## src/rtl/bsdpd_pkg.sv

```systemverilog
// ----------------------------------------------------------------------------
// bsdpd_pkg
// Shared types and constants for the single/double press detector.
// ----------------------------------------------------------------------------
package bsdpd_pkg;

   // key event codes
   localparam logic [1:0] KEY_NONE   = 2'd0;
   localparam logic [1:0] KEY_SINGLE = 2'd1;
   localparam logic [1:0] KEY_DOUBLE = 2'd2;

   // register byte addresses
   localparam int unsigned ADDR_W = 4;
   localparam logic [ADDR_W-1:0] ADDR_DEBOUNCE = 4'h0;
   localparam logic [ADDR_W-1:0] ADDR_DOUBLE   = 4'h4;
   localparam logic [ADDR_W-1:0] ADDR_SLEEP    = 4'h8;

   // register reset values
   localparam logic [15:0] DEBOUNCE_RESET = 16'd50;
   localparam logic [15:0] DOUBLE_RESET   = 16'd400;
   localparam logic [23:0] SLEEP_RESET    = 24'd900000;

   localparam logic [15:0] MAX16 = 16'hFFFF;
   localparam logic [23:0] MAX24 = 24'hFFFFFF;

   typedef struct packed {
      logic button_level;
      logic link_connected;
   } req_type;

   typedef struct packed {
      logic [1:0] key_event;
      logic       sleep_request;
   } rsp_type;

   typedef struct packed {
      logic [15:0] debounce_ticks;
      logic [15:0] double_press_ticks;
      logic [23:0] sleep_timeout_ticks;
   } cfg_type;

   typedef struct packed {
      logic        previous_raw_level;
      logic        accepted_level;
      logic [15:0] stable_elapsed;
      logic        awaiting_second_press;
      logic [15:0] press_gap_elapsed;
      logic [23:0] idle_elapsed;
      logic        asleep;
   } state_type;

   localparam state_type STATE_RESET = '{
      previous_raw_level:    1'b1,
      accepted_level:        1'b1,
      stable_elapsed:        16'd0,
      awaiting_second_press: 1'b0,
      press_gap_elapsed:     16'd0,
      idle_elapsed:          24'd0,
      asleep:                1'b0
   };

endpackage

```

## src/rtl/button_single_double_press_detector.sv

```systemverilog
// ----------------------------------------------------------------------------
// button_single_double_press_detector
// Debounced single/double press detector with latched idle sleep request.
// ----------------------------------------------------------------------------
// Path: an accepted req word loads the input register, then its result loads
//   the result register, which drives rsp, when the input word advances.
// Throughput: one word per cycle while rsp_stall is low, set by the
//   combinational tick logic that updates the state registers.
// Reset: synchronous, active high; timing registers return to 50/400/900000,
//   detector state to released/idle/awake. No clearing pass.
// ----------------------------------------------------------------------------
module button_single_double_press_detector (
   input  logic                         clock,
   input  logic                         reset,
   // tick words in
   input  logic                         req_valid,
   output logic                         req_stall,
   input  bsdpd_pkg::req_type           req_data,
   // result words out
   output logic                         rsp_valid,
   input  logic                         rsp_stall,
   output bsdpd_pkg::rsp_type           rsp_data,
   // register port
   input  logic                         csr_psel,
   input  logic                         csr_penable,
   input  logic                         csr_pwrite,
   input  logic [bsdpd_pkg::ADDR_W-1:0] csr_paddr,
   input  logic [31:0]                  csr_pwdata,
   output logic [31:0]                  csr_prdata,
   output logic                         csr_pready
);

   bsdpd_pkg::cfg_type   cfg;

   // input register
   logic                 in_valid_ff;
   logic                 in_valid_in;
   bsdpd_pkg::req_type   in_data_ff;

   // result register
   logic                 out_valid_ff;
   logic                 out_valid_in;
   bsdpd_pkg::rsp_type   out_data_ff;

   // detector state
   bsdpd_pkg::state_type state_ff;
   bsdpd_pkg::state_type state_in;
   bsdpd_pkg::rsp_type   tick_rsp;

   logic                 advance;   // input word moves into result register
   logic                 req_take;

   bsdpd_csr u_csr (
      .clock       (clock),
      .reset       (reset),
      .csr_psel    (csr_psel),
      .csr_penable (csr_penable),
      .csr_pwrite  (csr_pwrite),
      .csr_paddr   (csr_paddr),
      .csr_pwdata  (csr_pwdata),
      .csr_prdata  (csr_prdata),
      .csr_pready  (csr_pready),
      .cfg         (cfg)
   );

   bsdpd_tick u_tick (
      .item (in_data_ff),
      .cfg  (cfg),
      .cur  (state_ff),
      .nxt  (state_in),
      .rsp  (tick_rsp)
   );

   // Result register frees when empty or being taken this cycle; the input
   // register frees when it advances, so both sides keep moving every cycle unless rsp_stall holds them.
   assign advance   = in_valid_ff && (!out_valid_ff || !rsp_stall);
   assign req_stall = in_valid_ff && !advance;
   assign req_take  = req_valid && !req_stall;

   always_comb begin
      in_valid_in = in_valid_ff;
      if (req_take) begin
         in_valid_in = 1'b1;
      end else if (advance) begin
         in_valid_in = 1'b0;
      end
   end

   always_comb begin
      out_valid_in = out_valid_ff;
      if (advance) begin
         out_valid_in = 1'b1;
      end else if (!rsp_stall) begin
         out_valid_in = 1'b0;
      end
   end

   // control state
   always_ff @(posedge clock) begin
      if (reset) begin
         in_valid_ff  <= 1'b0;
         out_valid_ff <= 1'b0;
         state_ff     <= bsdpd_pkg::STATE_RESET;
      end else begin
         in_valid_ff  <= in_valid_in;
         out_valid_ff <= out_valid_in;
         if (advance) begin
            state_ff <= state_in;
         end
      end
   end

   // payload
   always_ff @(posedge clock) begin
      if (req_take) begin
         in_data_ff <= req_data;
      end
      if (advance) begin
         out_data_ff <= tick_rsp;
      end
   end

   assign rsp_valid = out_valid_ff;
   assign rsp_data  = out_data_ff;

   // ------------------------------------------------------------------------
   // assertions
   // ------------------------------------------------------------------------

   // sleep latches until reset
   a_sleep_latched: assert property (@(posedge clock) disable iff (reset)
      state_ff.asleep |=> state_ff.asleep)
      else $error("sleep latch dropped");

   // asleep block holds its state
   a_asleep_frozen: assert property (@(posedge clock) disable iff (reset)
      state_ff.asleep |=> $stable(state_ff))
      else $error("state changed while asleep");

   // no event code outside none/single/double
   a_event_code: assert property (@(posedge clock) disable iff (reset)
      rsp_valid |-> (rsp_data.key_event == bsdpd_pkg::KEY_NONE ||
                     rsp_data.key_event == bsdpd_pkg::KEY_SINGLE ||
                     rsp_data.key_event == bsdpd_pkg::KEY_DOUBLE))
      else $error("bad key event code");

   // input side only stalls behind a held word
   a_stall_cause: assert property (@(posedge clock) disable iff (reset)
      req_stall |-> (in_valid_ff && out_valid_ff && rsp_stall))
      else $error("input stalled without backpressure");

endmodule

```

## src/rtl/bsdpd_csr.sv

```systemverilog
// ----------------------------------------------------------------------------
// bsdpd_csr
// APB-style register file holding the three timing registers.
// ----------------------------------------------------------------------------
module bsdpd_csr (
   input  logic                         clock,
   input  logic                         reset,
   input  logic                         csr_psel,
   input  logic                         csr_penable,
   input  logic                         csr_pwrite,
   input  logic [bsdpd_pkg::ADDR_W-1:0] csr_paddr,
   input  logic [31:0]                  csr_pwdata,
   output logic [31:0]                  csr_prdata,
   output logic                         csr_pready,
   output bsdpd_pkg::cfg_type           cfg
);

   bsdpd_pkg::cfg_type cfg_ff;
   bsdpd_pkg::cfg_type cfg_in;
   logic               wr_en;

   assign wr_en = csr_psel && csr_penable && csr_pwrite;

   always_comb begin
      cfg_in = cfg_ff;
      if (wr_en) begin
         case (csr_paddr)
            bsdpd_pkg::ADDR_DEBOUNCE: cfg_in.debounce_ticks      = csr_pwdata[15:0];
            bsdpd_pkg::ADDR_DOUBLE:   cfg_in.double_press_ticks  = csr_pwdata[15:0];
            bsdpd_pkg::ADDR_SLEEP:    cfg_in.sleep_timeout_ticks = csr_pwdata[23:0];
            default:                  cfg_in = cfg_ff;
         endcase
      end
   end

   always_ff @(posedge clock) begin
      if (reset) begin
         cfg_ff.debounce_ticks      <= bsdpd_pkg::DEBOUNCE_RESET;
         cfg_ff.double_press_ticks  <= bsdpd_pkg::DOUBLE_RESET;
         cfg_ff.sleep_timeout_ticks <= bsdpd_pkg::SLEEP_RESET;
      end else begin
         cfg_ff <= cfg_in;
      end
   end

   always_comb begin
      case (csr_paddr)
         bsdpd_pkg::ADDR_DEBOUNCE: csr_prdata = {16'd0, cfg_ff.debounce_ticks};
         bsdpd_pkg::ADDR_DOUBLE:   csr_prdata = {16'd0, cfg_ff.double_press_ticks};
         bsdpd_pkg::ADDR_SLEEP:    csr_prdata = {8'd0, cfg_ff.sleep_timeout_ticks};
         default:                  csr_prdata = 32'd0;
      endcase
   end

   assign csr_pready = 1'b1;
   assign cfg        = cfg_ff;

endmodule

```

## src/rtl/bsdpd_tick.sv

```systemverilog
// ----------------------------------------------------------------------------
// bsdpd_tick
// One-tick next-state and event logic: debounce, press classification,
// idle timeout.
// ----------------------------------------------------------------------------
module bsdpd_tick (
   input  bsdpd_pkg::req_type   item,
   input  bsdpd_pkg::cfg_type   cfg,
   input  bsdpd_pkg::state_type cur,
   output bsdpd_pkg::state_type nxt,
   output bsdpd_pkg::rsp_type   rsp
);

   logic [1:0] key_event;

   always_comb begin
      nxt       = cur;
      key_event = bsdpd_pkg::KEY_NONE;

      if (!cur.asleep) begin
         // saturating counters run regardless of link state
         nxt.stable_elapsed    = (cur.stable_elapsed == bsdpd_pkg::MAX16) ?
                                 bsdpd_pkg::MAX16 : cur.stable_elapsed + 16'd1;
         nxt.press_gap_elapsed = (cur.press_gap_elapsed == bsdpd_pkg::MAX16) ?
                                 bsdpd_pkg::MAX16 : cur.press_gap_elapsed + 16'd1;
         nxt.idle_elapsed      = (cur.idle_elapsed == bsdpd_pkg::MAX24) ?
                                 bsdpd_pkg::MAX24 : cur.idle_elapsed + 24'd1;

         if (item.link_connected) begin
            if (item.button_level != cur.previous_raw_level) begin
               nxt.stable_elapsed = 16'd0;
            end

            if (nxt.stable_elapsed > cfg.debounce_ticks) begin
               // falling edge of the accepted level is a press
               if (!item.button_level && cur.accepted_level) begin
                  nxt.idle_elapsed = 24'd0;
                  if (cur.awaiting_second_press &&
                      nxt.press_gap_elapsed < cfg.double_press_ticks) begin
                     key_event                 = bsdpd_pkg::KEY_DOUBLE;
                     nxt.awaiting_second_press = 1'b0;
                  end else begin
                     nxt.press_gap_elapsed     = 16'd0;
                     nxt.awaiting_second_press = 1'b1;
                  end
               end
               nxt.accepted_level = item.button_level;
            end

            // window ran out: single press
            if (nxt.awaiting_second_press &&
                nxt.press_gap_elapsed >= cfg.double_press_ticks) begin
               key_event                 = bsdpd_pkg::KEY_SINGLE;
               nxt.awaiting_second_press = 1'b0;
            end

            if (nxt.idle_elapsed > cfg.sleep_timeout_ticks) begin
               nxt.asleep = 1'b1;
            end

            nxt.previous_raw_level = item.button_level;
         end
      end

      rsp.key_event     = key_event;
      rsp.sleep_request = nxt.asleep;
   end

endmodule
```

## config.mk

```make
export PLATFORM = sky130hd
export DESIGN_NAME = button_single_double_press_detector
export DESIGN_NICKNAME = d
export VERILOG_FILES = /design/src/rtl/bsdpd_pkg.sv /design/src/rtl/button_single_double_press_detector.sv /design/src/rtl/bsdpd_csr.sv /design/src/rtl/bsdpd_tick.sv
export SDC_FILE = /design/constraint.sdc
export NUM_CORES = 1
export LEC_CHECK = 0
export BUFFER_PORTS_ARGS = -buffer_cell sky130_fd_sc_hd__buf_2
export CAP_MARGIN = 20
export CORE_UTILIZATION = 65
export CTS_BUF_LIST = sky130_fd_sc_hd__clkbuf_4 sky130_fd_sc_hd__clkbuf_8
export DETAILED_ROUTE_END_ITERATION = 16
export GPL_TIMING_DRIVEN = 0
export PLACE_DENSITY = 0.84
export SLEW_MARGIN = 10
export SYNTH_ARGS = -nofsm -noshare
export SYNTH_HDL_FRONTEND = slang
export SYNTH_SLANG_ARGS = --single-unit
```

## constraint.sdc

```tcl
create_clock -name clock -period 13 [get_ports clock]
set_input_delay 1.3 -clock clock [delete_from_list [all_inputs] [get_ports clock]]
set_output_delay 1.3 -clock clock [all_outputs]
set_load 0.01 [all_outputs]
```

Word level (Yosys, flattened, before mapping)
Index checks and enable logic that the tools add are counted.
- register bits: 123
- input bits: 45
- output and inout bits: 38
- word-level logic and storage cells: 84
- $add $sub $neg: 3
- order comparisons: 4
- equality and inequality tests: 7
- multiplexer cells: 25
- bitwise logic cells: 4
- reduce and logical (&&, ||, !) cells: 24
- operator list (kind ; number):
    $mux 41 ; 4
    $mux 16 ; 6
    $pmux 24 s3 ; 1
    $mux 58 ; 1
    $add 16x1->16 const B ; 2
    $eq 16x16->1 const B ; 2
    $add 24x1->24 const B ; 1
    $eq 24x24->1 const B ; 1
    $gt 24x24->1 ; 1
    $mux 24 ; 1
    $ge 16x16->1 ; 1
    $gt 16x16->1 ; 1
    $lt 16x16->1 ; 1
    $mux 1 ; 11
    $logic_and 1x1->1 ; 8
    $reduce_and 2->1 ; 4
    $logic_not 1->1 ; 5
    $reduce_or 5->1 ; 1
    $eq 4x3->1 const B ; 1
    $eq 4x4->1 const B ; 1
    $logic_not 4->1 ; 1
    $not 1->1 ; 4
    $reduce_and 4->1 ; 1
    $reduce_and 3->1 ; 1
    other kinds (6) ; 6

Longest topological paths before layout
- depth after elaboration: 14
- gate-level depth with buffers: 25
- mapped depth without buffers: 23

Cells and area by module
From an unflattened synthesis, not the netlist that was laid out.
- cell total of the unflattened synthesis: 1257
- area total of the unflattened synthesis: 10158.5 µm²
- by module, submodules not included (module ; instances ; cells an instance ; area each (µm²) ; seq. area each (µm²)):
    bsdpd_tick ; 1 ; 705 ; 4525.6 ; 0.0
    button_single_double_press_detector ; 1 ; 275 ; 2959.1 ; 1391.3
    bsdpd_csr ; 1 ; 277 ; 2673.8 ; 1121.1

Least setup slack after synthesis
Ideal clock, no wire load.
- kind: reg2reg
- start: register state_ff[42] (netlist bit)
- end: register out_data_ff, in the netlist rsp_data[1] (data pin)
- setup time: 0.182 ns
- data arrival time: 4.823 ns
- required time: 12.818 ns
- path slack: 7.996 ns
- stages on the path, launching flop included: 24
- buffers on the path: 4
- clock period less this slack: 5.004 ns
- cell sequence: dfxtp_1 -> ha_1 -> and3_1 -> and3_1 -> nand2_2 -> or3_1 -> buf_2 -> clkbuf_1 -> a21oi_1 -> ha_1 -> o21ai_0 -> a211oi_1 -> o31ai_1 -> a2111oi_4 -> o21a_1 -> buf_2 -> buf_2 -> nor2_1 -> ha_1 -> o21ai_0 -> a2111oi_0 -> o21ai_0 -> a21o_1 -> nor4b_1
- longest elaborated chain between the ends: 12
- elaborated cells on any way between the ends: 14
- those cells by class: 1 x add/sub; 2 x order compare; 1 x eq/ne; 9 x mux; 1 x reduce/logical
- ends and longest elaborated chain (what ; line ; RTL):
    from (decl) ; button_single_double_press_detector.sv:46 ; bsdpd_pkg::state_type state_ff;
    from (signal assigned) ; button_single_double_press_detector.sv:103 ; state_ff <= bsdpd_pkg::STATE_RESET;
    from (signal assigned) ; button_single_double_press_detector.sv:108 ; state_ff <= state_in;
    $add 16x1->16 or $eq 16x16->1 (tied branches) ; bsdpd_tick.sv:23, bsdpd_tick.sv:22 ;
    $mux 16 * ; bsdpd_tick.sv:22 ; nxt.stable_elapsed = (cur.stable_elapsed == bsdpd_pkg::MAX16) ?
    $mux 16 * ; bsdpd_tick.sv:30 ; if (item.button_level != cur.previous_raw_level) begin
    $mux 16 * ; bsdpd_tick.sv:29 ; if (item.link_connected) begin
    $mux 16 * ; bsdpd_tick.sv:20 ; if (!cur.asleep) begin
    $gt 16x16->1 * ; bsdpd_tick.sv:34 ; if (nxt.stable_elapsed > cfg.debounce_ticks) begin
    $mux 41 ; bsdpd_tick.sv:34 ;
    $mux 41 ; bsdpd_tick.sv:29 ;
    $mux 41 ; bsdpd_tick.sv:20 ;
    $ge 16x16->1 ; bsdpd_tick.sv:52 ; nxt.press_gap_elapsed >= cfg.double_press_ticks) begin
    $logic_and 1x1->1 ; bsdpd_tick.sv:51 ; if (nxt.awaiting_second_press &&
    $mux 1 * ; bsdpd_tick.sv:51 ;
    to (signal assigned) ; button_single_double_press_detector.sv:119 ; out_data_ff <= tick_rsp;
    to (decl) ; button_single_double_press_detector.sv:43 ; bsdpd_pkg::rsp_type out_data_ff;
Mark *: on every way between the ends. The rest lies on a longest branch, timed or not. The select of a mux whose other input is x is not followed.
A chain may end at the register's enable or synchronous reset.

Final worst setup path
Same ends and word-level chain as after synthesis.

==> out/qor.yml <==
global_routing:
  grt_use_met3_pct: 6.331
  grt_usage_pct: 37.38
  gr-usage-met1_pct: 49.07
  grt_pass1_vias: 7773
  grt_pass1_wl_um: 38350
  grt-busiest-layer: "met2"
  grt_antenna_before_repair: 0
  grt_max_degree: 17
  grt.met2_usage_pct: 60.51
  gr-total-overflow: 0
synth:
  yosysSeqAreaShare_pct: 29.61
  synthArstFlopShare_pct: 0
  yosysWarnings: 0
  synth-main-ff-cell: "dfxtp_1"
  synth_top_area_cell: "dfxtp_1"
  synth_edf_count: 5
  synth_top_area_share_pct: 27.84
  ys_ff_latch: 123
  syn_area_sq_mm: 0.008486
  synth.avg_cell_area_sq_um: 7.372
  synthCells: 1151
  ys_top_cells_by_area: "dfxtp_1 (28%), ha_1 (11%), a21oi_1 (8.6%), nand2_1 (8.5%), inv_1 (3.5%)"
  synth_cell_types: 61
worst_setup_path:
  worstPathRequired_ns: 13.30
  end_kind: "register"
  slowest_stage: "a2111oi_4"
  worstSetupStartpoint: "state_ff[42]"
  rr_startpoint: "state_ff[42]"
  crit_chain: "ha_1 > and3_1 > and3_1 > nand2_2 > or3_1 > buf_2 > clkbuf_1 > a31oi_1 > ha_1 > nand4_1 > a211oi_1 > o31ai_1 > a2111oi_4 > o21a_1 > buf_2 > buf_2 > nor2_1 > ha_1 > o21ai_0 > a2111oi_0 > o21ai_0 > a21o_1 > nor4b_1"
  crit_path_start_kind: "register"
  critical_path_class: "register to register"
  cpPeakStageDelay_ns: 0.67
  worst-path-max-fanout: 10
  crit_arrival_ns: 6.32
final_layout:
  seq_area_sq_mm: 0.002512
  stdcell_count: 1428
  multiInputGateArea_sq_mm: 0.005321
  fin_util_pct: 74.87
  num-fill-cells: 1097
  diodes: 0
  stdcell_area_sq_mm: 0.009487
  fin_nets: 1362
  drive_above_1_share_pct: 11.86
  area_delta_synth_final_pct: 11.80
detailed_routing:
  vias_per_cell: 6.164
  antenna_left: 0
  vias: 8802
  drt-total-wl_um: 24560
  drc: 0
  drt-initial-drc-count: 818
  wire_per_inst_um: 17.20
  drt-pass1-iter-count: 6
power:
  fin_total_pwr_mw: 0.8168
  p_per_area_mw_per_mm2: 86.10
  p_leak_nw: 3.959
  ir_drop_v: 0.00008844
run_status:
  status: "finished clean"
clock_network:
  path_clk_slew_ns: 0.08
  clockBufferDepth: 2
  cts_setup_buffers: 0
  htree_levels: 4
  cts_tree: "done"
  clock-sinks: 123
  ctsResizeCount: 0
  cts_made_buffers: 17
  clock-root-buffer: "clkbuf_8"
  insertion_delay_ns: 0.49
  cts-hold-fix-buffers: 0
timing:
  finalSetupViolCount: 0
  rsz0062_at_grt: "no"
  fin_skew_ns: 0.01194
  fin_crit_ns: 6.024
  timing.fmax_ghz: 0.1660
  hold_viol_final: 0
  slew_headroom_pct: 22.44
  worst_pin_slew_ns: 1.154
  slew_violations: 0
  fin_setup_tns_ns: 0
  finalCritPeriodShare_pct: 46.34
floorplan:
  die-area_sq_mm: 0.01352
  die_width_um: 116.3
  start_util_pct: 66.97
  row_count: 41
  coreArea_sq_mm: 0.01267
  io_pins: 83
  chipHeight_um: 116.3
placed_design:
  place_hpwl_um: 18370
  dpl-instance-area_sq_mm: 0.009052
  globalplace.congestion: 0.9989
  io_buffers: 65
  placed_cells: 1395
run:
  maxCapViolations: 0
hold_path:
  hp-class: "register to register"
  hold_start: "u_csr.cfg[21]"
-- per-stage QoR --
step / setup slack [ns] / hold WS [ns]
after detailed placement: 7.145 / 0.4646
after CTS: 7.090 / 0.4748
after floorplan: 7.996 / 0.4449
after global placement: 7.178 / 0.4584
after global routing: 6.526 / 0.4936
final: 6.976 / 0.4743
-- worst max-delay path, delay by kind of cell, from the launching register on --
family	cells	cell delay, ns
flip-flops	1	0.44
AO/OA/AOI/OAI	9	2.31
adder cells (fa/ha/maj)	3	0.69
AND/OR/NAND/NOR	7	1.50
buffers and inverters	4	0.89
-- path summary, 6_finish.rpt --
| path | to | slack, ns | depth (start not counted) |
|---|---|---|---|
| max | rsp_data[1] | 6.98 | 23 |
| min | u_csr.cfg[21] | 0.47 | 2 |
| max reg2reg | rsp_data[1] | 6.98 | 23 |
| min reg2reg | u_csr.cfg[21] | 0.47 | 2 |
-- sequential cells by signal, indices dropped and copies added (netlist names) --
register and flops:
in_valid_ff 1, in_data_ff 2, state_ff 60, rsp_valid 1, u_csr.cfg 56, rsp_data 3
-- power breakdown --
part / leakage (nW) / internal (mW) / switching, mW
registers: 1.00 / 0.382 / 0.00292
clock network: 0.217 / 0.201 / 0.172
logic: 2.74 / 0.0188 / 0.0401
-- cells by family after synthesis --
kind of cell	count (synthesis)	share of synthesized area, %
muxes	3	0.3539
DFF	123	29.61
AOI/OAI and AO/OA	305	21.85
other	2	0.08850
adders and majority gates	74	10.91
xor gates and xnor gates	36	3.716
and+or+nand+nor	449	25.48
buffers and inverters	159	7.992
-- cells in the final DEF, fill, tap and decap left out, types with 23 or more instances in the layout --
cell type,instances
nand2_1,192
a21oi_1,146
dfxtp_1,118
buf_2,85
inv_1,79
ha_1,74
nor2_1,73
o21ai_0,48
clkbuf_1,45
nand3_1,40
nand4_1,26
a22oi_1,24
nor3_1,23
-- cell type report --
class	count	share of cell area [%]
inverters	80	3.165
plain buffers	79	3.983
repair buffers	66	3.508
clock buffers	19	2.757
well taps	172	2.269
flip-flops and latches	123	26.48
clock inverters	13	1.741
multi-input cells	876	56.09
-- routing by layer --
metal	vias up	routed length, um
met5	-	0
met4	0	779
met3	60	2251
met2	472	11300
met1	4050	10230
li1	4220	-
-- synthesized netlist by cell type, types with 23 or more instances --
cell type and count:
a21oi_1 146, a22oi_1 24, clkbuf_1 45, dfxtp_1 118, ha_1 74, inv_1 79
nand2_1 192, nand3_1 40, nand4_1 26, nor2_1 73, nor3_1 23, o21ai_0 48
No activity file was read; power rests on OpenSTA's default activity.
